$ cat config.mk
export PLATFORM = sky130hd
export DESIGN_NAME = prhr_outq
export DESIGN_NICKNAME = d
export VERILOG_FILES = /design/src/rtl/prhr_pkg.sv /design/src/rtl/prhr_outq.sv
export SDC_FILE = /design/constraint.sdc
export NUM_CORES = 1
export LEC_CHECK = 0
export ABC_CLOCK_PERIOD_IN_PS = 1800
export BUFFER_PORTS_ARGS = -buffer_cell sky130_fd_sc_hd__clkbuf_2
export CORE_UTILIZATION = 45
export CTS_CLUSTER_DIAMETER = 50
export CTS_CLUSTER_SIZE = 12
export DETAILED_ROUTE_END_ITERATION = 10
export GPL_TIMING_DRIVEN = 0
export PLACE_DENSITY_LB_ADDON = 0.08
export SLEW_MARGIN = 0
export SYNTH_ARGS = -nofsm -noshare
export SYNTH_HDL_FRONTEND = slang
export SYNTH_SLANG_ARGS = --single-unit
export TNS_END_PERCENT = 5
$ cat constraint.sdc
create_clock -name clk -period 1.8 [get_ports clk]
set_input_delay 0.09 -clock clk [delete_from_list [all_inputs] [get_ports clk]]
set_output_delay 0.09 -clock clk [all_outputs]
set_load 0.01 [all_outputs]
$ cat src/rtl/prhr_pkg.sv
`timescale 1ns / 1ps
`default_nettype none
// ---------------------------------------------------------------------------
// prhr_pkg: shared types and constants of the pre-roll history ring
// Ring geometry, item kind codes, internal operation codes and the beat
// structures that pass between the front end, the back end and the result
// queue.
// ---------------------------------------------------------------------------
package prhr_pkg;

  // Ring geometry
  localparam int RING_DEPTH = 65536;
  localparam int AW         = $clog2(RING_DEPTH);
  localparam int HW         = AW + 1;

  // Field widths
  localparam int CFG_W      = 17;
  localparam int CFG_IDX_W  = 1;
  localparam int KIND_W     = 3;
  localparam int BYTE_W     = 8;
  localparam int SEQ_W      = 64;
  localparam int SEQ_CNT_W  = $clog2(SEQ_W + 1);

  // Saturating counters only need to tell apart values up to 2^CFG_W
  localparam int SAT_W      = CFG_W + 1;
  localparam logic [SAT_W-1:0] SAT_MAX = {1'b1, {CFG_W{1'b0}}};

  // Result queue
  localparam int OUTQ_DEPTH = 4;
  localparam int OUTQ_AW    = $clog2(OUTQ_DEPTH);

  // Configuration register indexes
  localparam logic [CFG_IDX_W-1:0] CFG_HISTORY = 1'd0;
  localparam logic [CFG_IDX_W-1:0] CFG_PREROLL = 1'd1;

  localparam logic [CFG_W-1:0] HIST_RESET    = 17'd65536;
  localparam logic [CFG_W-1:0] PREROLL_RESET = 17'd16000;

  // Item kinds on the input port
  localparam logic [KIND_W-1:0] KIND_SAMPLE = 3'd0;
  localparam logic [KIND_W-1:0] KIND_MARK   = 3'd1;
  localparam logic [KIND_W-1:0] KIND_START  = 3'd2;
  localparam logic [KIND_W-1:0] KIND_STOP   = 3'd3;
  localparam logic [KIND_W-1:0] KIND_PULL   = 3'd4;

  // Internal operations after classification
  localparam int OP_W = 3;
  localparam logic [OP_W-1:0] OP_NONE  = 3'd0;
  localparam logic [OP_W-1:0] OP_WRITE = 3'd1;
  localparam logic [OP_W-1:0] OP_MARK  = 3'd2;
  localparam logic [OP_W-1:0] OP_START = 3'd3;
  localparam logic [OP_W-1:0] OP_STOP  = 3'd4;
  localparam logic [OP_W-1:0] OP_PULL  = 3'd5;

  typedef struct packed {
    logic [OP_W-1:0]   op;
    logic [BYTE_W-1:0] data;
  } cmd_t;

  typedef struct packed {
    logic [BYTE_W-1:0] out_byte;
    logic              out_valid;
    logic              running;
    logic [CFG_W-1:0]  replay_bytes;
    logic              overrun;
  } res_t;

  // Map a written history length onto the usable range 1..RING_DEPTH.
  function automatic logic [HW-1:0] clamp_hist(input logic [CFG_W-1:0] v);
    logic [HW-1:0] r;
    if (v == '0) begin
      r = HW'(1);
    end else if (int'(v) > RING_DEPTH) begin
      r = HW'(RING_DEPTH);
    end else begin
      r = HW'(v);
    end
    return r;
  endfunction

endpackage
`default_nettype wire

$ cat src/rtl/prhr_outq.sv
`timescale 1ns / 1ps
`default_nettype none
// ---------------------------------------------------------------------------
// prhr_outq: result queue
// Small queue of finished results in front of the result port; its fill
// level gives the back end its credit.
// ---------------------------------------------------------------------------
module prhr_outq
  import prhr_pkg::*;
(
  input  wire logic             clk,
  input  wire logic             rst,
  input  wire logic             wr,
  input  wire res_t             wr_res,
  input  wire logic             pop,
  output logic                  empty,
  output res_t                  head,
  output logic      [OUTQ_AW:0] level
);

  res_t               q [OUTQ_DEPTH];
  logic [OUTQ_AW-1:0] rd_ptr;
  logic [OUTQ_AW-1:0] wr_ptr;
  logic               rd;

  assign empty = (level == '0);
  assign rd    = pop & ~empty;
  assign head  = q[rd_ptr];

  always_ff @(posedge clk) begin
    if (rst) begin
      rd_ptr <= '0;
      wr_ptr <= '0;
      level  <= '0;
    end else begin
      if (wr) begin
        wr_ptr <= wr_ptr + 1'b1;
      end
      if (rd) begin
        rd_ptr <= rd_ptr + 1'b1;
      end
      level <= level + {{OUTQ_AW{1'b0}}, wr} - {{OUTQ_AW{1'b0}}, rd};
    end
  end

  always_ff @(posedge clk) begin
    if (wr) begin
      q[wr_ptr] <= wr_res;
    end
  end

endmodule
`default_nettype wire

==> flow_summary.ini, run 1 <==
[timing]
tightest_slew_ns = 0.8129
setup_violations = 25
hold_viol_final = 0
fin_setup_tns_ns = -1.801
fin_crit_sh_pct = 105.6
max_clock_freq_ghz = 0.5263
slew_violations = 0
slew_headroom_pct = 45.81
layout_setup_ws_ns = -0.09996
rsz0062_at_grt = yes
period_needed_ns = 1.900
fin_skew_ns = 0.007987

[logic_synthesis]
yosysSeqAreaShare_pct = 77.84
ys_types = 21
synth_fp_nets = 229
synth_top_area_share_pct = 73.89
postSynthCellCount = 190
synthArstFlopShare_pct = 0
synth_top_area_cell = edfxtp_1
ys_ff_latch = 121
synthFlopType = edfxtp_1
syn_avg_cell_area_um2 = 23.96
ys_warn_count = 0
synth_area_um2 = 4552
synth_enable_flop_cells = 112
synth_top_cells_by_area = edfxtp_1 (74%), mux4_2 (9.9%), mux4_1 (4.6%)

[critical_path]
max_stage_delay_ns = 0.49
cp_num_buf_inv = 3
worstPathRequired_ns = 1.71
crit_type = flop to primary output
cp-start-kind = flop
crit_arrival_ns = 1.81
cp_top_family = multiplexers
critPathMaxFanout = 6
path_cells = buf_12, clkbuf_16, mux4_2, clkbuf_2
cp_slowest_cell = mux4_2
critPathCaptureType = primary output

[routing]
vias = 2243
drtIter0Drc = 97
ant_nets = 0
wire_per_inst_um = 17.28
vias_per_cell = 4.930
routed_wl_um = 7862
drc = 0
first_pass_iters = 4

[clock_network]
cts.sinks = 121
clk_pin_slew_ns = 0.06
cts_buffer_depth = 2
h-tree-depth = 4
cts_buffers = 17
insertion_delay_ns = 0.50
cts-root-buf = clkbuf_8
cts_tree = built

[pwr]
leakagePower_uw = 0.002133
ir_drop_uv = 595.1
power_density_nw_per_um2 = 1332
p_total_uw = 7998

[run_status]
status = complete, but fails checks
violations = negative setup slack

[cells_and_area]
n_fill_cell = 737
nNetsFinal = 348
final_cell_area_um2 = 6006
antenna_cells = 0
layout.area.seq_um2 = 3553
drive_gt1_share_pct = 45.34
multi_input_area_um2 = 902.1
final_cell_mix = edfxtp_1 (112), clkbuf_2 (61), dlygate4sd3_1 (31)
mostFrequentLayoutCell = edfxtp_1
area_growth_pct = 31.94
final_util_pct = 61.44

[placed_design]
place_ws_ns = -0.09313
dpl.hpwl_um = 4166
place.gp.congestion = 0.6345
port_buffers = 62
placed_area_um2 = 5040

[global_route]
grt_pass1_wl_um = 11450
gr-total-overflow = 0
grt_usage_pct = 15.76
grt_pass1_vias = 2267
grt_max_degree = 29
antenna_found_initial = 0

[floorplan]
num_io_pins = 64
core.rowCount = 36
dieArea_um2 = 10520
start_util_pct = 46.57
coreArea_um2 = 9774
die_w_um = 102.6
die_h_um = 102.6

[job]
cap_violations = 0

[hold_path]
hold_path.class = input pin to flop
==> stage by stage <==
step / std cells / hold slack (ns)
6_report: 455 / 0.02267
5_1_grt: 455 / 0.04276
4_1_cts: 450 / 0.007473
3_5_place_dp: 385 / 0.3091
3_3_place_gp: 385 / 0.3090
2_1_floorplan: 190 / 0.1889
==> timing repair <==
action,in CTS,in global routing
setup buffers,2,2
pin swaps,0,1
hold buffers,31,0
gates resized for setup,5,14
endpoints found under the hold margin,117,0
gates cloned,0,3
setup endpoints to repair,30,31
==> where the power goes <==
part           internal [uW]  leakage [uW]  switching [uW]  total, uW
Combinational            934      0.000784             707       1640
Clock                   1820      0.000244            1190       3010
Sequential              3270       0.00110            78.0       3350
Total                   6030       0.00213            1970       8000
==> synth_stat cells, types with 2 or more instances <==
cell and number:
mux4_2 20, and2_1 4, nor2b_1 3, buf_12 2
nor2_1 6, mux2_2 3, dfxtp_1 9, ha_1 6
inv_1 5, mux4_1 8, buf_2 3, edfxtp_1 112
==> cell families (layout without fill, tap and decap cells) <==
family / count (synthesis) / in the layout / share of synthesized area (%)
simple gates: 14 / 14 / 1.567
mux: 32 / 32 / 15.48
xor+xnor: 2 / 2 / 0.6872
compound gates: 2 / 2 / 0.3849
flops: 121 / 121 / 77.85
buf+inv: 12 / 144 / 1.952
fa+ha+maj: 7 / 7 / 2.089
==> path summary, 6_finish.rpt <==
kind	slack [ns]	endpoint	cells after the start	from
setup reg to reg	-0.06	level[2]$_SDFF_PP0_	8	level[1]$_SDFF_PP0_
hold / removal	0.02	rd_ptr[1]$_SDFFE_PP0P_	3	pop
hold reg to reg	0.58	wr_ptr[1]$_SDFFE_PP0P_	2	wr_ptr[1]$_SDFFE_PP0P_
setup / recovery	-0.1	head[17]	4	flop
==> final cells by class <==
cell class              count  share of cell area, %
clock inverters            15                  2.125
repair buffers            100                  12.19
inverters                   5                 0.3125
multi-input cells          57                  15.02
flip-flops and latches    121                  59.17
plain buffers               7                  1.521
clock buffers              17                  6.896
well taps                 133                  2.771
==> tightest hold or removal path, delay by kind of cell <==
| kind | cells | cell delay [ns] |
|---|---|---|
| muxes | 1 | 0.18 |
| AOI/OAI and AO/OA | 1 | 0.13 |
| buffers and inverters | 1 | 0.09 |
==> registers in the layout, indices dropped and copies added (netlist names), named ones only <==
| register | flops |
|---|---|
| level | 3 |
| q | 112 |
| rd_ptr | 2 |
| wr_ptr | 2 |
==> per-layer routing <==
metal  wire, um  share of wire [%]  GRT usage, %
met2       3914                 50         24.41
met1       3559                 45         20.21
met3        315                4.0         6.237
met5          0                  0             0
met4         73               0.93         5.934
Power figures use the tool's default switching activity.
==> run 2, diff against run 1 <==
--- a/config.mk
+++ b/config.mk
@@ -5,6 +5,7 @@
 export SDC_FILE = /design/constraint.sdc
 export NUM_CORES = 1
 export LEC_CHECK = 0
+export ABC_AREA = 1
 export ABC_CLOCK_PERIOD_IN_PS = 1800
 export BUFFER_PORTS_ARGS = -buffer_cell sky130_fd_sc_hd__clkbuf_2
 export CORE_UTILIZATION = 45
==> run 2 against run 1 <==
The flow still finishes with violations (negative setup slack). Area after synthesis grew 1.2%. Worst hold slack gained 0.28 ns. Via count grew 36%. Synthesized cell count grew 74%. Clock power grew 27%.
==> flow_summary.ini, run 2 <==
[global_route]
grt_pass1_vias = 2924
grt_usage_pct = 20.17
gr-total-overflow = 0
antenna_found_initial = 0
grt_pass1_wl_um = 15060
grt_max_degree = 29

[floorplan]
dieArea_um2 = 10640
die_h_um = 103.2
core.rowCount = 36
coreArea_um2 = 9864
start_util_pct = 46.68
die_w_um = 103.2
num_io_pins = 64

[placed_design]
dpl.hpwl_um = 5376
placed_area_um2 = 5092
place.gp.congestion = 0.6681
place_ws_ns = -0.2775
port_buffers = 63

[job]
cap_violations = 0

[critical_path]
cp-start-kind = flop
crit_type = flop to primary output
r2r_slack_ns = 0
crit_arrival_ns = 1.76
critPathCaptureType = primary output
r2r_cells = 10
critPathMaxFanout = 10
critPathCapture = head[26]
r2r-start = level[1]$_SDFF_PP0_
rr_endpoint = level[1]$_SDFF_PP0_
worstPathRequired_ns = 1.71

[routing]
ant_nets = 0
vias_per_cell = 5.070
wire_per_inst_um = 16.55
drc = 0
drtIter0Drc = 90
routed_wl_um = 9963
first_pass_iters = 4
vias = 3052

[clock_network]
cts.sinks = 121
cts_buffer_depth = 2
insertion_delay_ns = 0.51
cts_tree = built
cts-root-buf = clkbuf_8
clk_pin_slew_ns = 0.06
cts_buffers = 17
h-tree-depth = 4

[timing]
slew_headroom_pct = 49.54
fin_setup_tns_ns = -0.2471
hold_viol_final = 0
fin_skew_ns = 0.01556
rsz0062_at_grt = yes
setup_violations = 9
max_clock_freq_ghz = 0.5400
tightest_slew_ns = 0.7552
period_needed_ns = 1.852
fin_crit_sh_pct = 102.9
slew_violations = 0
layout_setup_ws_ns = -0.05200

[logic_synthesis]
ys_warn_count = 0
yosysMostFrequentCell = edfxtp_1
synth_fp_nets = 370
synthArstFlopShare_pct = 0
synthTopCellsByCount = edfxtp_1 (112), nor2_1 (64), o21ai_0 (43), o22ai_1 (28), inv_1 (16)
synth_top_cells_by_area = edfxtp_1 (73%), nor2_1 (5.2%), o21ai_0 (4.7%)
yosysSeqAreaShare_pct = 76.96
postSynthCellCount = 331
ys_ff_latch = 121
synth_top_area_share_pct = 73.04
syn_avg_cell_area_um2 = 13.91
synthFlopType = edfxtp_1
synth_enable_flop_cells = 112
synth_area_um2 = 4604
ys_types = 18
synth_top_area_cell = edfxtp_1

[cells_and_area]
nNetsFinal = 495
final_cell_mix = edfxtp_1 (112), nor2_1 (57), clkbuf_2 (43)
largest_reg_flops = 112
mostFrequentLayoutCell = edfxtp_1
n_fill_cell = 740
regMostFlops = q
multi_input_area_um2 = 987.2
area_growth_pct = 40.11
reg_top3 = q: 112 flops, level: 3 flops
drive_gt1_share_pct = 34.12
final_cell_area_um2 = 6451
antenna_cells = 0
layout.area.seq_um2 = 3553

[run_status]
violations = negative setup slack
status = complete, but fails checks

[hold_path]
hold_path.class = input pin to flop

[pwr]
power_density_nw_per_um2 = 1454
ir_drop_uv = 632.7
leakagePower_uw = 0.002422
## run 2: cell families (layout without fill, tap and decap cells)
logic type / after synthesis / count (layout) / synth area share (%)
flip-flops: 121 / 121 / 76.96
AO/OA/AOI/OAI: 91 / 91 / 10.65
AND/OR/NAND/NOR: 77 / 77 / 6.332
buffers and inverters: 35 / 173 / 3.994
adder cells (fa/ha/maj): 7 / 7 / 2.065
## run 2: how the worst min path moves through the flow
stage	from	endpoint	cells past startpoint
3_3_place_gp	rst	level[1]$_SDFF_PP0_	2
5_1_grt	rst	level[1]$_SDFF_PP0_	3
3_5_place_dp	rst	level[1]$_SDFF_PP0_	2
4_1_cts	rst	level[1]$_SDFF_PP0_	3
2_1_floorplan	rst	level[1]$_SDFF_PP0_	1
6_report	rst	level[1]$_SDFF_PP0_	3
## run 2: where the power goes
part           leakage, uW  switching [uW]  internal (uW)
combinational     0.000995            1230           1020
clock             0.000321            1150           2660
sequential         0.00111            73.1           3260
total              0.00242            2450           6930
## run 2: final cells by class
cell class / count / share of cell area (%)
inverter: 18 / 1.416
clock inverter: 13 / 3.840
buffer: 17 / 2.773
tap: 133 / 2.580
clock buffer: 19 / 6.536
multi-input combinational: 175 / 15.30
sequential: 121 / 55.08
timing repair buffer: 106 / 12.47
## run 2: per-stage QoR
stage	util, %	std cells	power [uW]	hold slack, ns
finish	65.40	602	9381	0.2988
global route	65.40	602	9795	0.3240
CTS	64.64	601	9351	0.2876
detailed placement	51.62	527	5070	0.2867
global placement	51.62	527	5052	0.2732
floorplan	-	331	4398	0.1493
## run 2: per-layer routing
| metal | up-vias | part of all wire, % | global-route usage [%] |
|---|---|---|---|
| met3 | 13 | 4.2 | 5.424 |
| li1 | 1474 | - | - |
| met2 | 84 | 49 | 33.44 |
| met5 | - | 0 | 0 |
| met1 | 1481 | 46 | 25.51 |
| met4 | 0 | 1.2 | 7.584 |
## run 2: timing repair
action / in CTS / in global routing
pin swaps: 13 / 6
endpoints found under the hold margin: 121 / 0
hold buffers: 31 / 0
setup buffers: 7 / 2
setup endpoints to repair: 142 / 114
resized for setup: 48 / 54
cloned: 4 / 0
## run 2: worst max-delay path: stages, from the launching register on
cell and delay [ns]:
dfxtp_4 0.35, buf_8 0.13, inv_8 0.06, buf_12 0.13, buf_6 0.15, nor2_1 0.05
o22ai_1 0.20, buf_2 0.17
==> run 3, diff against run 2 <==
--- a/config.mk
+++ b/config.mk
@@ -7,7 +7,7 @@
 export LEC_CHECK = 0
 export ABC_AREA = 1
 export ABC_CLOCK_PERIOD_IN_PS = 1800
-export BUFFER_PORTS_ARGS = -buffer_cell sky130_fd_sc_hd__clkbuf_2
+export BUFFER_PORTS_ARGS = -buffer_cell sky130_fd_sc_hd__buf_2
 export CORE_UTILIZATION = 45
 export CTS_CLUSTER_DIAMETER = 50
 export CTS_CLUSTER_SIZE = 12
==> run 3 against run 2 <==
The flow still finishes with violations (negative setup slack). Clock skew decreased by 0.011 ns. Fmax increased by 0.73%. Flip-flop and latch count unchanged. Global-route usage decreased by 0.23 points. Setup slack improved by 0.013 ns. Clock power decreased by 12%. Combinational power increased by 6%. Clock-buffer cell count decreased by 1. Worst hold slack got worse by 0.025 ns. Critical path type unchanged. Critical endpoint is now head[20]. Highest routed layer unchanged.
==> flow_summary.ini, run 3 (synthesis gave the netlist of run 2 again) <==
[run_status]
status = complete, but fails checks
violations = negative setup slack

[floorplan]
die_h_um = 103.2
die_w_um = 103.2
coreArea_um2 = 9864
dieArea_um2 = 10640
num_io_pins = 64
core.rowCount = 36
start_util_pct = 46.68

[cells_and_area]
drive_gt1_share_pct = 38.81
final_cell_mix = edfxtp_1 (112), buf_2 (64), nor2_1 (46)
final_util_pct = 65.93
regMostFlops = q
reg_top3 = q: 112 flops, level: 3 flops
mostFrequentLayoutCell = edfxtp_1
antenna_cells = 0
nNetsFinal = 495
n_fill_cell = 746
largest_reg_flops = 112
area_growth_pct = 41.25

[routing]
ant_nets = 0
drc = 0
wire_per_inst_um = 17.18
drtIter0Drc = 113
routed_wl_um = 10340
vias = 2999
vias_per_cell = 4.982
first_pass_iters = 4

[timing]
fin_setup_tns_ns = -0.3781
max_clock_freq_ghz = 0.5439
hold_viol_final = 0
layout_setup_ws_ns = -0.03850
fin_crit_sh_pct = 102.1
slew_headroom_pct = 50.65
setup_violations = 19
rsz0062_at_grt = yes
period_needed_ns = 1.839
fin_skew_ns = 0.004839
slew_violations = 0
tightest_slew_ns = 0.7387

[critical_path]
critPathMaxFanout = 5
critPathCaptureType = primary output
r2r_slack_ns = 0.01
crit_arrival_ns = 1.75
worstPathRequired_ns = 1.71
cp-start-kind = flop
r2r-start = level[2]$_SDFF_PP0_
crit_type = flop to primary output
rr_endpoint = level[1]$_SDFF_PP0_
r2r_cells = 10

[hold_path]
whs_endpoint = level[1]$_SDFF_PP0_
min_delay_path_depth = 3
hold_path.class = input pin to flop
hold_start = rst

[global_route]
gr-total-overflow = 0
grt_pass1_vias = 2868
grt_usage_pct = 19.94
grt_pass1_wl_um = 14550
grt_max_degree = 29
antenna_found_initial = 0

[placed_design]
port_buffers = 63
place_ws_ns = -0.3059
dpl.hpwl_um = 5347
place.gp.congestion = 0.6679

[clock_network]
cts-root-buf = clkbuf_8
insertion_delay_ns = 0.52
cts_buffer_depth = 2
cts.sinks = 121
clk_pin_slew_ns = 0.06
cts_buffers = 17
h-tree-depth = 4
cts_tree = built

[pwr]
power_density_nw_per_um2 = 1394
leakagePower_uw = 0.002419
ir_drop_uv = 680.1

[job]
cap_violations = 0
==> run 3: routing by layer <==
layer  GRT usage [%]  vias up  share of wire [%]
met5               0        -                  0
met4           8.451        0                1.2
met3           5.492       11                3.3
met2           33.85       63                 50
met1           24.03     1454                 45
li1                -     1471                  -
==> run 3: final cells by class <==
class / count / area (um2) / area share (%)
clock inverters: 14 / 175.2 / 2.693
clock buffers: 18 / 417.9 / 6.426
well taps: 133 / 166.4 / 2.559
multi-input cells: 175 / 1055 / 16.22
inverters: 18 / 97.59 / 1.501
repair buffers: 106 / 838.3 / 12.89
plain buffers: 17 / 195.2 / 3.001
flip-flops and latches: 121 / 3558 / 54.71
==> run 3: repair_timing <==
action / CTS / global route
hold endpoints to repair: 121 / 0
gates resized for setup: 32 / 76
setup endpoints to repair: 142 / 130
buffers inserted: 0 / 5
cloned: 0 / 7
hold buffers: 31 / 0
pin swaps: 13 / 11
==> run 3: where the power goes <==
part	internal [uW]	leakage, uW	switching (uW)	total [uW]
Combinational	1100	0.00103	1270	2370
Sequential	3260	0.00111	75.9	3340
Clock	2110	0.000281	1240	3360
==> run 3: metrics by stage <==
| stage | instance area (um2) | total power (uW) | hold WS, ns | instances |
|---|---|---|---|---|
| 5_1_grt | 6504 | 9465 | 0.3063 | 602 |
| 2_1_floorplan | 4611 | 4398 | 0.1493 | 331 |
| 6_report | 6504 | 9064 | 0.2738 | 602 |
| 3_3_place_gp | 5092 | 5046 | 0.2694 | 527 |
| 3_5_place_dp | 5092 | 5058 | 0.2770 | 527 |
| 4_1_cts | 6078 | 8528 | 0.2655 | 590 |
==> run 3: how the worst max path moves through the flow <==
stage | start | to | slack [ns]
final | flop | head[20] | -0.04
after detailed placement | wr_ptr[0]$_SDFFE_PP0P_ | q[0][22]$_DFFE_PP_ | -0.31
after global routing | flop | head[22] | -0.1
after floorplan | level[1]$_SDFF_PP0_ | level[2]$_SDFF_PP0_ | 0.009
after CTS | flop | head[14] | -0.09
after global placement | wr_ptr[0]$_SDFFE_PP0P_ | q[0][22]$_DFFE_PP_ | -0.28
==> run 3: worst max-delay path, stage by stage (launching register included) <==
cell       delay, ns
dfxtp_4         0.38
buf_8           0.14
clkinv_8        0.07
clkbuf_16       0.16
clkbuf_16       0.16
o21ai_1         0.11
o22ai_1         0.08
buf_2           0.14
