## src/rtl/prhr_pkg.sv

```systemverilog
`timescale 1ns / 1ps
`default_nettype none
// ---------------------------------------------------------------------------
// prhr_pkg: shared types and constants of the pre-roll history ring
// Ring geometry, item kind codes, internal operation codes and the beat
// structures that pass between the front end, the back end and the result
// queue.
// ---------------------------------------------------------------------------
package prhr_pkg;

  // Ring geometry
  localparam int RING_DEPTH = 65536;
  localparam int AW         = $clog2(RING_DEPTH);
  localparam int HW         = AW + 1;

  // Field widths
  localparam int CFG_W      = 17;
  localparam int CFG_IDX_W  = 1;
  localparam int KIND_W     = 3;
  localparam int BYTE_W     = 8;
  localparam int SEQ_W      = 64;
  localparam int SEQ_CNT_W  = $clog2(SEQ_W + 1);

  // Saturating counters only need to tell apart values up to 2^CFG_W
  localparam int SAT_W      = CFG_W + 1;
  localparam logic [SAT_W-1:0] SAT_MAX = {1'b1, {CFG_W{1'b0}}};

  // Result queue
  localparam int OUTQ_DEPTH = 4;
  localparam int OUTQ_AW    = $clog2(OUTQ_DEPTH);

  // Configuration register indexes
  localparam logic [CFG_IDX_W-1:0] CFG_HISTORY = 1'd0;
  localparam logic [CFG_IDX_W-1:0] CFG_PREROLL = 1'd1;

  localparam logic [CFG_W-1:0] HIST_RESET    = 17'd65536;
  localparam logic [CFG_W-1:0] PREROLL_RESET = 17'd16000;

  // Item kinds on the input port
  localparam logic [KIND_W-1:0] KIND_SAMPLE = 3'd0;
  localparam logic [KIND_W-1:0] KIND_MARK   = 3'd1;
  localparam logic [KIND_W-1:0] KIND_START  = 3'd2;
  localparam logic [KIND_W-1:0] KIND_STOP   = 3'd3;
  localparam logic [KIND_W-1:0] KIND_PULL   = 3'd4;

  // Internal operations after classification
  localparam int OP_W = 3;
  localparam logic [OP_W-1:0] OP_NONE  = 3'd0;
  localparam logic [OP_W-1:0] OP_WRITE = 3'd1;
  localparam logic [OP_W-1:0] OP_MARK  = 3'd2;
  localparam logic [OP_W-1:0] OP_START = 3'd3;
  localparam logic [OP_W-1:0] OP_STOP  = 3'd4;
  localparam logic [OP_W-1:0] OP_PULL  = 3'd5;

  typedef struct packed {
    logic [OP_W-1:0]   op;
    logic [BYTE_W-1:0] data;
  } cmd_t;

  typedef struct packed {
    logic [BYTE_W-1:0] out_byte;
    logic              out_valid;
    logic              running;
    logic [CFG_W-1:0]  replay_bytes;
    logic              overrun;
  } res_t;

  // Map a written history length onto the usable range 1..RING_DEPTH.
  function automatic logic [HW-1:0] clamp_hist(input logic [CFG_W-1:0] v);
    logic [HW-1:0] r;
    if (v == '0) begin
      r = HW'(1);
    end else if (int'(v) > RING_DEPTH) begin
      r = HW'(RING_DEPTH);
    end else begin
      r = HW'(v);
    end
    return r;
  endfunction

endpackage
`default_nettype wire

```

## src/rtl/prhr_front.sv

```systemverilog
`timescale 1ns / 1ps
`default_nettype none
// ---------------------------------------------------------------------------
// prhr_front: input acceptance and classification
// Decodes each input beat into an internal operation and holds it in a
// two-entry command queue until the back end takes it.
// ---------------------------------------------------------------------------
module prhr_front
  import prhr_pkg::*;
(
  input  wire logic              clk,
  input  wire logic              rst,
  input  wire logic              push,
  input  wire logic [KIND_W-1:0] kind,
  input  wire logic [BYTE_W-1:0] sample_byte,
  input  wire logic              hold,
  output logic                   full,
  output logic                   cmd_valid,
  output cmd_t                   cmd,
  input  wire logic              take
);

  cmd_t       q [2];
  cmd_t       dec;
  logic       rd_ptr;
  logic       wr_ptr;
  logic [1:0] count;
  logic       accept;

  always_comb begin
    dec.data = sample_byte;
    case (kind)
      KIND_SAMPLE: dec.op = OP_WRITE;
      KIND_MARK:   dec.op = OP_MARK;
      KIND_START:  dec.op = OP_START;
      KIND_STOP:   dec.op = OP_STOP;
      KIND_PULL:   dec.op = OP_PULL;
      default:     dec.op = OP_NONE;
    endcase
  end

  assign full      = (count == 2'd2) | hold;
  assign accept    = push & ~full;
  assign cmd_valid = (count != 2'd0);
  assign cmd       = q[rd_ptr];

  always_ff @(posedge clk) begin
    if (rst) begin
      rd_ptr <= 1'b0;
      wr_ptr <= 1'b0;
      count  <= 2'd0;
    end else begin
      if (accept) begin
        wr_ptr <= ~wr_ptr;
      end
      if (take) begin
        rd_ptr <= ~rd_ptr;
      end
      count <= count + {1'b0, accept} - {1'b0, take};
    end
  end

  always_ff @(posedge clk) begin
    if (accept) begin
      q[wr_ptr] <= dec;
    end
  end

endmodule
`default_nettype wire

```

## config.mk

```make
export PLATFORM = sky130hd
export DESIGN_NAME = prhr_front
export DESIGN_NICKNAME = d
export VERILOG_FILES = /design/src/rtl/prhr_pkg.sv /design/src/rtl/prhr_front.sv
export SDC_FILE = /design/constraint.sdc
export NUM_CORES = 1
export LEC_CHECK = 0
export ABC_AREA = 1
export ABC_CLOCK_PERIOD_IN_PS = 2250
export BUFFER_PORTS_ARGS = -buffer_cell sky130_fd_sc_hd__buf_2
export CAP_MARGIN = 20
export CORE_UTILIZATION = 40
export DETAILED_ROUTE_END_ITERATION = 7
export SLEW_MARGIN = 10
export SYNTH_ARGS = -nofsm -noshare
export SYNTH_HDL_FRONTEND = slang
export SYNTH_SLANG_ARGS = --single-unit
```

## constraint.sdc

```tcl
create_clock -name clk -period 2.25 [get_ports clk]
set_clock_uncertainty 0.15 [all_clocks]
set_input_delay 0.45 -clock clk [delete_from_list [all_inputs] [get_ports clk]]
set_output_delay 0.45 -clock clk [all_outputs]
set_load 0.05 [all_outputs]
```

==> results, run 1 <==
- The number of post-CTS setup repair buffers is 0.
- The share of total power dissipated in the clock network is 0.201.
- The synthesized area divided by synthesized cell count is around 14 µm².
- The reported net switching power is between 0.3 and 0.4 mW.
- 0 antenna diodes ended up in the layout.
- The overall fraction of global-route tracks in use is 0.129.
- The sequential power share is 0.565.
- The top cell family by delay on the critical path is buffers and inverters.
- The count of unique library cells instantiated by Yosys is 16.
- The post-synthesis instance area is between 1000 and 1500 µm².
- In the final timing run, aggregate negative setup slack is 0 ns.
- The die is ~55 µm tall.
- The number of buffers inserted for hold repair after clock tree synthesis is 0.
- The power per standard cell area is roughly 770 nW/µm².
- Global routing finished with a remaining overflow of 0.
- For this configuration, the core starts out at a cell density of 0.435.
- The leakage component of the power is between 0.5 and 0.6 nW.
- The transition time of the tightest slew-check pin is 0.460 ns.
- The max-cap violation count is 0.
- Clock-pin slew was measured on the worst setup and hold paths at about 0.14 ns.
- The final antenna-violating net count is 0.
- By startpoint and endpoint, the worst setup path is classified as reg -> out.
- Of the available clock period, the critical path in the final layout requires 0.878.
- The post-place setup slack is slightly above 0.4 ns.
- The total count of hold-check failures in the final report came to 0.
- Of the total power, combinational logic draws 0.234.
- The via count is 676.
- Of all nets on the critical path, the largest fanout is 5.
- The maximum number of buffers from clock root to sink is 2.
- The count of input and output buffers is 28.
- Traced cell by cell, the critical path runs through buf_4 -> mux2_2 -> buf_2.
- Setup violations remaining at the end of the flow were counted as 0.
- The net switching fraction of the power is 0.299.
- The count of warnings emitted by yosys is 0.
- The number of antenna violations at the first check in global routing was 0.
- The share of the Yosys chip area taken by registers is 0.682.
- The number of global-route vias before repair is a little over 600.
- For this run, the detailed router's first-pass iteration total came to 6.
- The internal power of the cells totals around 0.7 mW.
- The average vias per placed instance is 4.79.
- The worst endpoint data arrival time is 1.38 ns.
- The number of buffers and inverters on the critical path is 2.
- The delay of the slowest critical-path stage is between 0.3 and 0.4 ns.
- The worst pin sits at a relative slew slack of 0.693.
- In this run, CTS created clock tree buffers numbering 3.
- Detailed placement ended at an HPWL of ~1300 µm.
- The clock period minus worst slack is between 1.5 and 2 ns.
- The clock latency on the worst-skew pair is ~0.31 ns.
- The net count reported at finish is 130.
- The wire length of the first global-routing pass is around 2600 µm.
- The congestion estimate from routability-driven global placement came to roughly 0.66.
- Entering global routing, the biggest net connects 17 pins.
- The critical path endpoint category is an output pin.
- After floorplanning, the core was sized to cover 2570 µm².
- The master cell of the clock root buffer is sky130_fd_sc_hd__clkbuf_4.
- The count of fill cells added during filler insertion is 230.
- The area growth from synthesis to layout is 19.6%.
- The min-delay analysis places its worst path in the category in -> reg.
- The initialized floorplan defines 18 standard-cell rows.
- For this run, the top clock speed supported by timing is 0.506 GHz.
- The number of cells produced by synthesis is between 70 and 80.
- Of the cells placed in the final design, the portion with a size suffix greater than 1 is 0.423.
- In this run the horizontal extent of the chip is roughly 55 µm.
- The DRC violation total after the first TritonRoute iteration is 12.
- The final count of pins violating max slew was 0.
- The die covers 3010 µm².
- In this run the number of H-tree levels came out at 1.
- The largest individual stage delay along the critical path comes from the cell sky130_fd_sc_hd__dfxtp_1.
- The number of nets handed over by synthesis was 95.
- The setup slack of the critical path after layout is around 0.27 ns.
- CTS saw 27 sinks.
- The most common cell after layout, fill and taps aside is sky130_fd_sc_hd__buf_2.
- Leaving out fill and tap cells, the most frequent cells in the layout are sky130_fd_sc_hd__buf_2 (28), sky130_fd_sc_hd__edfxtp_1 (22), sky130_fd_sc_hd__inv_1 (11).
- The CTS tree is done.
- At the worst endpoint, the required time is roughly 1.7 ns.
- The post-CTS resize count is 0.
- The flow ran to the end, and the final reports show no timing, DRC or antenna violations.
- Summed over all layers, the routed wires come to 1650 µm.
- The DRC violation count after routing is 0.
- IR analysis of the VDD net gives a maximum drop of 0.519 mV.
- The startpoint type of the worst setup path is a register.
- In this run the count of I/O pins placed on the die edge is 29.
- The routed wirelength normalized by instance count is between 10 and 15 µm.
- Setup repair after global routing left no endpoint under its margin.
- Counting flops and latches in the post-synthesis netlist gives 27.
## per-layer routing
layer  routed length (µm)  up-vias  track usage  part of all wire
met5                    0        -            0                 0
met2                  830       17        0.221              0.50
met4                   27        0       0.0513             0.016
met3                   91        4       0.0333             0.055
met1                  700      322        0.151              0.42
li1                     -      333            -                 -
## worst reg2reg max path: cells and delay by family, from the launching register on
kind / cells / cell delay, ns
adder cells (fa/ha/maj): 2 / 0.47
flip-flops: 1 / 0.37
AND/OR/NAND/NOR: 4 / 0.32
buffers and inverters: 3 / 0.15
AO/OA/AOI/OAI: 1 / 0.15
## per-stage QoR
step / cell area, µm² / total power [mW] / hold slack [ns] / std cells / util
final: 1340 / 1.03 / 0.157 / 141 / 0.520
after global routing: 1340 / 1.09 / 0.131 / 141 / 0.520
after CTS: 1340 / 1.04 / 0.146 / 141 / 0.520
after detailed placement: 1310 / 0.835 / 0.360 / 137 / 0.508
after global placement: 1310 / 0.829 / 0.349 / 137 / 0.508
after floorplan: 1120 / 0.777 / 0.330 / 77 / -
## power by group through the flow
stage / combinational (mW) / sequential (mW) / clock, mW
2_1_floorplan: 0.187 / 0.590 / 0
3_3_place_gp: 0.239 / 0.591 / 0
3_5_place_dp: 0.243 / 0.591 / 0
4_1_cts: 0.244 / 0.580 / 0.218
5_1_grt: 0.261 / 0.583 / 0.241
6_report: 0.240 / 0.580 / 0.206
## final cells by class
| cell class | instances | area, µm² | share of cell area |
|---|---|---|---|
| Inverter | 11 | 41.3 | 0.0309 |
| Multi-Input combinational cell | 38 | 303 | 0.227 |
| Timing Repair Buffer | 31 | 163 | 0.122 |
| Clock buffer | 3 | 22.5 | 0.0169 |
| Sequential cell | 27 | 761 | 0.570 |
| Tap cell | 30 | 37.5 | 0.0281 |
| Clock inverter | 1 | 7.51 | 0.00562 |
## state kept, by name, summed over array words and instances (netlist names), named ones only
name	flops
rd_ptr	1
q	22
wr_ptr	1
count	2
## logic make-up (layout without fill, tap and decap cells)
group                      after synthesis  in the layout  share of synthesized area
xor gates and xnor gates                 1              1                    0.00785
AOI/OAI and AO/OA                        3              3                     0.0134
DFF                                     27             27                      0.682
buffers and inverters                   12             46                     0.0471
and+or+nand+nor                         21             21                     0.0830
adders and majority gates                2              2                     0.0224
muxes                                   11             11                      0.145
## cell usage after synthesis
master	number	area [µm²]
sky130_fd_sc_hd__edfxtp_1	22	661
sky130_fd_sc_hd__inv_1	11	41.3
sky130_fd_sc_hd__mux2_4	10	150
sky130_fd_sc_hd__nand2_1	10	37.5
sky130_fd_sc_hd__nor2_1	7	26.3
sky130_fd_sc_hd__dfxtp_1	5	100
sky130_fd_sc_hd__a21oi_1	2	10.0
sky130_fd_sc_hd__ha_1	2	25.0
sky130_fd_sc_hd__buf_6	1	11.3
sky130_fd_sc_hd__mux2_2	1	11.3
sky130_fd_sc_hd__nand3_1	1	5.00
sky130_fd_sc_hd__nand3_2	1	10.0
sky130_fd_sc_hd__nand4_1	1	6.26
sky130_fd_sc_hd__nor3b_1	1	7.51
sky130_fd_sc_hd__o21ai_0	1	5.00
sky130_fd_sc_hd__xnor2_1	1	8.76
## worst paths after layout
| path | start | end | slack, ns | cells past startpoint |
|---|---|---|---|---|
| max | register | cmd[10] | 0.27 | 3 |
| min | sample_byte[6] | q[1][6] | 0.16 | 1 |
| max reg2reg | count[0] | count[1] | 0.57 | 10 |
| min reg2reg | rd_ptr | register | 0.38 | 2 |
(Power assumes the default switching activity.)
==> inputs of run 2 (changes only) <==
- CTS_BUF_LIST: not set -> sky130_fd_sc_hd__clkbuf_16
==> results, run 2 (same netlist as run 1, synthesis figures left out) <==
- The type of the worst setup path is reg -> out.
- The global placement routability congestion is 0.663 (unchanged).
- The tree is rooted in a sky130_fd_sc_hd__clkbuf_16.
- The worst register-to-register path begins at count[0].
- The leakage component of the power was 0.608 nW (+4.0%).
- The final setup violation count is 0 (unchanged).
- The core utilization of the finished layout is 0.540 (+0.0205).
- The number of iterations in the first detailed-routing pass came to 4 (-2).
- The max-cap violation count came to 0 (unchanged).
- The worst endpoint data arrival time was 1.31 ns (-0.07 ns).
- The DRC violation count after routing was 0 (unchanged).
- The number of buffers inserted for hold repair after clock tree synthesis came to 0 (unchanged).
- The number of antenna violations at the first check in global routing was 0 (unchanged).
- The share of cells above drive strength 1 came to 0.423 (unchanged).
- The clock latency on the worst-skew pair is 0.26 ns (-0.05 ns).
- The core box area was 2570 µm² (unchanged).
- The H-tree depth was 1 (unchanged).
- The most common cell after layout, fill and taps aside is sky130_fd_sc_hd__buf_2.
- The count of input and output buffers is 28 (unchanged).
- The number of global-route vias before repair was 620 (+2.0%).
- The number of flip-flops under the largest register name is 22 (unchanged).
- The share of power burned in combinational logic came to 0.195 (-0.039).
- The cell with the biggest individual delay on the critical path is sky130_fd_sc_hd__dfxtp_1.
- The worst max-slew margin expressed relative to the limit is 0.704 (+0.0109).
- The final antenna-violating net count is 0 (unchanged).
- Leaving out fill and tap cells, the most frequent cells in the layout are sky130_fd_sc_hd__buf_2 (28), sky130_fd_sc_hd__edfxtp_1 (22), sky130_fd_sc_hd__inv_1 (11).
- The type of the most critical hold path is in -> reg.
- The DRC violation total after the first TritonRoute iteration is 10 (-2).
- The die outline height is 54.8 µm (unchanged).
- The net count reported at finish was 130 (unchanged).
- The die width is 54.8 µm (unchanged).
- The power after layout came to 1.23 mW (+20%).
- The worst hold-check slack was 0.217 ns (+0.0601 ns).
- The detailed placer's ending HPWL is 1250 µm (unchanged).
- The net switching fraction of the power is 0.274 (-0.0254).
- The final count of pins violating max slew was 0 (unchanged).
- Traced cell by cell, the critical path runs through buf_4 -> mux2_2 -> buf_2.
- The top cell family by delay on the critical path is buffers and inverters.
- The I/O pin count is 29 (unchanged).
- The average vias per placed instance is 4.71 (-1.8%).
- The internal power of the cells is 0.894 mW (+24%).
- The routed wirelength normalized by instance count is 11.9 µm (+2.0%).
- The number of post-CTS setup repair buffers was 0 (unchanged).
- The number of placement rows came to 18 (unchanged).
- The reported net switching power is 0.337 mW (+9.7%).
- The maximum fanout encountered on the critical timing path is 5 (unchanged).
- The effective utilization at floorplan is 0.435 (unchanged).
- Setup repair after global routing left no endpoint under its margin.
- The relative contribution of the clock network to total power is 0.333 (+0.132).
- The CTS tree is done.
- The flow ran to the end, and the final reports show no timing, DRC or antenna violations.
- The count of buffer and inverter cells on the critical path is 2 (unchanged).
- The power per standard cell area is 887 nW/µm² (+15%).
- The area growth from synthesis to layout is 24.3%.
- The maximum clock frequency is 0.524 GHz (+3.5%).
- The maximum number of pins on one net before global-route repair is 17 (unchanged).
- The TritonCTS buffer count is 3 (unchanged).
- The clock sink count is 27 (unchanged).
- The transition time of the tightest slew-check pin is 0.444 ns (-0.0163 ns).
- The via count is 664 (-1.8%).
- The critical path endpoint category is an output pin.
- The sum of negative setup slack is 0 ns (unchanged).
- The maximum vdd ir drop is 0.536 mV (+3.3%).
- The leftover overflow at the end of global routing is 0 (unchanged).
- The critical path required time is 1.65 ns (about the same).
- The clock transition at the registers of the reported paths is 0.07 ns (-0.07 ns).
- The overall fraction of global-route tracks in use is 0.137 (+0.00831).
- In the final layout, the registers with the most flip-flops are q (22), count (2).
- The hold path startpoint is sample_byte[6].
- More flip-flops sit in one register than any other, and that register is q.
- The clock period minus worst slack is 1.91 ns (-0.0671 ns).
- The wire length reported by the detailed router is 1680 µm (+2.0%).
- The worst setup path is launched from a register.
- The die area is 3010 µm² (unchanged).
- The sequential power share came to 0.472 (-0.093).
- The share of the cycle needed by the critical path after routing was 0.848 (-0.0298).
- The wire length of the first global-routing pass is 2650 µm (+2.1%).
- The delay of the slowest critical-path stage came to 0.33 ns (-0.03 ns).
- The post-CTS resize count is 0 (unchanged).
- The maximum number of buffers from clock root to sink is 2 (unchanged).
- The total count of hold-check failures in the final report is 0 (unchanged).
- The number of antenna cells inserted is 0 (unchanged).
-- run 2: cell count changes in the layout (fill, tap and decap cells not counted) --
cell,change
sky130_fd_sc_hd__clkbuf_4,-3
sky130_fd_sc_hd__clkbuf_16,+3
-- run 2: area by class of cell --
| class | instances | area [µm²] |
|---|---|---|
| clock buffer | 3 | 75.1 |
| tap | 30 | 37.5 |
| inverter | 11 | 41.3 |
| multi-input combinational | 38 | 303 |
| sequential | 27 | 761 |
| timing repair buffer | 31 | 163 |
| fill | 222 | 1180 |
| clock inverter | 1 | 7.51 |
-- run 2: power groups by stage --
| stage | Combinational, mW | Sequential, mW | Clock, mW |
|---|---|---|---|
| 6_report | 0.240 | 0.580 | 0.410 |
| 4_1_cts | 0.243 | 0.580 | 0.424 |
| 2_1_floorplan | 0.187 | 0.590 | 0 |
| 3_3_place_gp | 0.239 | 0.591 | 0 |
| 3_5_place_dp | 0.243 | 0.591 | 0 |
| 5_1_grt | 0.261 | 0.583 | 0.442 |
-- run 2: stage by stage --
| stage | cell area (µm²) | cells | setup slack, ns |
|---|---|---|---|
| after floorplan | 1120 | 77 | 0.598 |
| after global placement | 1310 | 137 | 0.495 |
| after detailed placement | 1310 | 137 | 0.410 |
| after CTS | 1390 | 141 | 0.330 |
| after global routing | 1390 | 141 | 0.305 |
| final | 1390 | 141 | 0.342 |
-- run 2: worst paths after layout --
kind | endpoint | slack, ns | cells past startpoint
setup / recovery | cmd[10] | 0.34 | 3
hold / removal | q[1][6] | 0.22 | 1
setup reg to reg | count[1] | 0.59 | 10
hold reg to reg | register | 0.37 | 2
-- run 2: per-layer routing --
layer,GRT usage,vias up,share of wire
li1,-,330,-
met1,0.155,313,0.41
met2,0.221,18,0.51
met3,0.0417,3,0.058
met5,0,-,0
met4,0.0897,0,0.024
==> inputs of run 3 (changes only) <==
- ABC_CLOCK_PERIOD_IN_PS: 2250 -> 1600
- PLACE_DENSITY: not set -> 0.66
- clock period: 2.25 -> 1.6 ns (I/O delays scaled with it)
==> results, run 3 (same netlist as run 1, synthesis figures left out) <==
- The DRC violation count after routing is 0 (unchanged).
- The clock sink count was 27 (unchanged).
- The fraction of met3 tracks used by global routing is 0.0333 (-0.00833).
- The critical path endpoint category is an output pin.
- The share of power burned in combinational logic came to 0.234 (+0.039).
- The number of antenna violations at the first check in global routing was 0 (unchanged).
- The top cell family by delay on the critical path is flip-flops.
- The final instance area came to 1550 µm² (+12%).
- The average vias per placed instance is 4.75 (+0.79%).
- The number of placement rows was 18 (unchanged).
- The effective utilization at floorplan was 0.435 (unchanged).
- Leaving out fill and tap cells, the most frequent cell in the layout is sky130_fd_sc_hd__edfxtp_1.
- The maximum fanout encountered on the critical timing path is 7 (+2).
- The signal on the critical path passes through buf_8 -> mux2_4 -> buf_6.
- The reported net switching power is 0.469 mW (+39%).
- The relative contribution of the clock network to total power is 0.305 (-0.028).
- The clock transition at the registers of the reported paths is 0.06 ns (about the same).
- The number of flip-flops under the largest register name is 22 (unchanged).
- In the final layout, the registers with the most flip-flops are q (22), count (2).
- Based on the critical path, the design can be clocked at up to 0.591 GHz.
- Counting flops per register, the top entry is q.
- The delay of the slowest critical-path stage is 0.36 ns (+0.03 ns).
- The DRC violation total after the first TritonRoute iteration is 13 (+3).
- The overall fraction of global-route tracks in use came to 0.134 (-0.00314).
- The top cell types in the final layout, fill and taps aside, are sky130_fd_sc_hd__edfxtp_1 (22), sky130_fd_sc_hd__buf_2 (16), sky130_fd_sc_hd__mux2_4 (11), sky130_fd_sc_hd__buf_6 (11), sky130_fd_sc_hd__inv_1 (10).
- The total count of hold-check failures in the final report is 0 (unchanged).
- The final antenna-violating net count came to 0 (unchanged).
- The share of cells above drive strength 1 was 0.517 (+0.0938).
- The detailed placer's ending HPWL is 1270 µm (+1.6%).
- The maximum vdd ir drop is 0.662 mV (+24%).
- The layer with the highest usage is met2.
- The maximum number of buffers from clock root to sink is 2 (unchanged).
- The worst setup path is of the reg -> out kind.
- The power per standard cell area is 1150 nW/µm² (+30%).
- The net switching fraction of the power came to 0.263 (-0.0102).
- The worst max-slew margin expressed relative to the limit is 0.813 (+0.109).
- The core box area is 2570 µm² (unchanged).
- The transition time of the tightest slew-check pin came to 0.280 ns (-0.164 ns).
- The wire length reported by the detailed router is 1770 µm (+5.2%).
- The global placement routability congestion is 0.640 (-3.4%).
- The placed standard-cell area is 1340 µm² (+2.9%).
- The H-tree depth is 1 (unchanged).
- The internal power of the cells was 1.31 mW (+47%).
- Dividing the final minimum period by the clock period gives 1.06.
- The routed wirelength normalized by instance count was 12.1 µm (+1.6%).
- The maximum number of pins on one net before global-route repair is 15 (-2).
- The run finished, with violations left.
- The worst endpoint data arrival time is 1.22 ns (-0.09 ns).
- TritonCTS built the clock tree.
- The die area is 3010 µm² (unchanged).
- The power after layout is 1.78 mW (+45%).
- The wire length of the first global-routing pass came to 2670 µm (+0.79%).
- The final cell count without fillers came to 146 (+3.5%).
- The via count is 693 (+4.4%).
- The clock latency on the worst-skew pair was 0.26 ns (about the same).
- The final reports fail on setup timing.
- The die width is 54.8 µm (unchanged).
- The net count reported at finish is 135 (+3.8%).
- The met1 track utilization from global routing is 0.140 (-0.0150).
- The TritonCTS buffer count was 3 (unchanged).
- The sequential power share is 0.461 (-0.011).
- The die outline height is 54.8 µm (unchanged).
- The number of buffers inserted for hold repair after clock tree synthesis came to 0 (unchanged).
- For this design, the slowest cell found on the critical path is sky130_fd_sc_hd__dfxtp_4.
- The core utilization of the finished layout is 0.603 (+0.0624).
- Clock tree synthesis selected as its root buffer the cell sky130_fd_sc_hd__clkbuf_16.
- The count of buffer and inverter cells on the critical path is 2 (unchanged).
- The met2 demand-to-capacity share in global routing was 0.233 (+0.0120).
- The number of global-route vias before repair came to 664 (+7.1%).
- The leakage component of the power came to 0.671 nW (+10%).
- The setup slack of the critical path after layout was -0.0913 ns (-0.433 ns).
- The critical path required time is 1.13 ns (-0.52 ns).
- The number of iterations in the first detailed-routing pass came to 4 (unchanged).
- The I/O pin count is 29 (unchanged).
- The leftover overflow at the end of global routing is 0 (unchanged).
- Setup repair after global routing could not meet its margin everywhere.
- The path class of the tightest hold or removal check is in -> reg.
- The final setup violation count was 11 (+11).
- The area growth from synthesis to layout is 38.7%.
- The placed cell count is 142 (+3.6%).
- The routed design could run at a clock period as short as about 1.7 ns.
- The final count of pins violating max slew is 0 (unchanged).
- The number of antenna cells inserted is 0 (unchanged).
- The count of input and output buffers was 28 (unchanged).
- The max-cap violation count is 0 (unchanged).
- STA classifies the critical path startpoint as a register.
-- run 3: metal layers --
| metal | routed length, µm | part of all wire | up-vias |
|---|---|---|---|
| met5 | 0 | 0 | - |
| met4 | 14 | 0.0079 | 0 |
| met3 | 90 | 0.051 | 2 |
| met2 | 946 | 0.53 | 23 |
| met1 | 717 | 0.41 | 322 |
| li1 | - | - | 346 |
-- run 3: timing repair --
action,in CTS,in global routing
buffers inserted,0,0
pin swaps,1,2
resized for setup,28,11
setup endpoints to repair,13,13
-- run 3: through the flow --
| stage | setup slack [ns] | hold WS [ns] | setup TNS (ns) |
|---|---|---|---|
| after floorplan | 0.0375 | 0.241 | 0 |
| after global placement | -0.00794 | 0.348 | -0.00794 |
| after detailed placement | -0.0786 | 0.359 | -0.0786 |
| after CTS | -0.118 | 0.0957 | -1.10 |
| after global routing | -0.122 | 0.0969 | -1.26 |
| final | -0.0913 | 0.100 | -0.896 |
-- run 3: power groups by stage --
| stage | Combinational [mW] | Clock [mW] | Sequential (mW) |
|---|---|---|---|
| 3_3_place_gp | 0.347 | 0 | 0.830 |
| 3_5_place_dp | 0.352 | 0 | 0.832 |
| 4_1_cts | 0.401 | 0.556 | 0.819 |
| 6_report | 0.417 | 0.544 | 0.821 |
| 2_1_floorplan | 0.263 | 0 | 0.829 |
| 5_1_grt | 0.449 | 0.583 | 0.826 |
-- run 3: layout make-up --
type                            count  area (µm²)
Clock buffer                        3        75.1
Clock inverter                      1        3.75
Fill cell                         202        1020
Inverter                           11        41.3
Multi-Input combinational cell     38         338
Sequential cell                    27         766
Tap cell                           30        37.5
Timing Repair Buffer               36         287
-- run 3: worst paths after layout --
path / startpoint / end / slack (ns) / cells after the start
max: register / cmd[1] / -0.09 / 3
min: sample_byte[6] / q[1][6] / 0.10 / 1
max reg2reg: count[0] / count[1] / 0.08 / 10
min reg2reg: rd_ptr / rd_ptr / 0.37 / 2
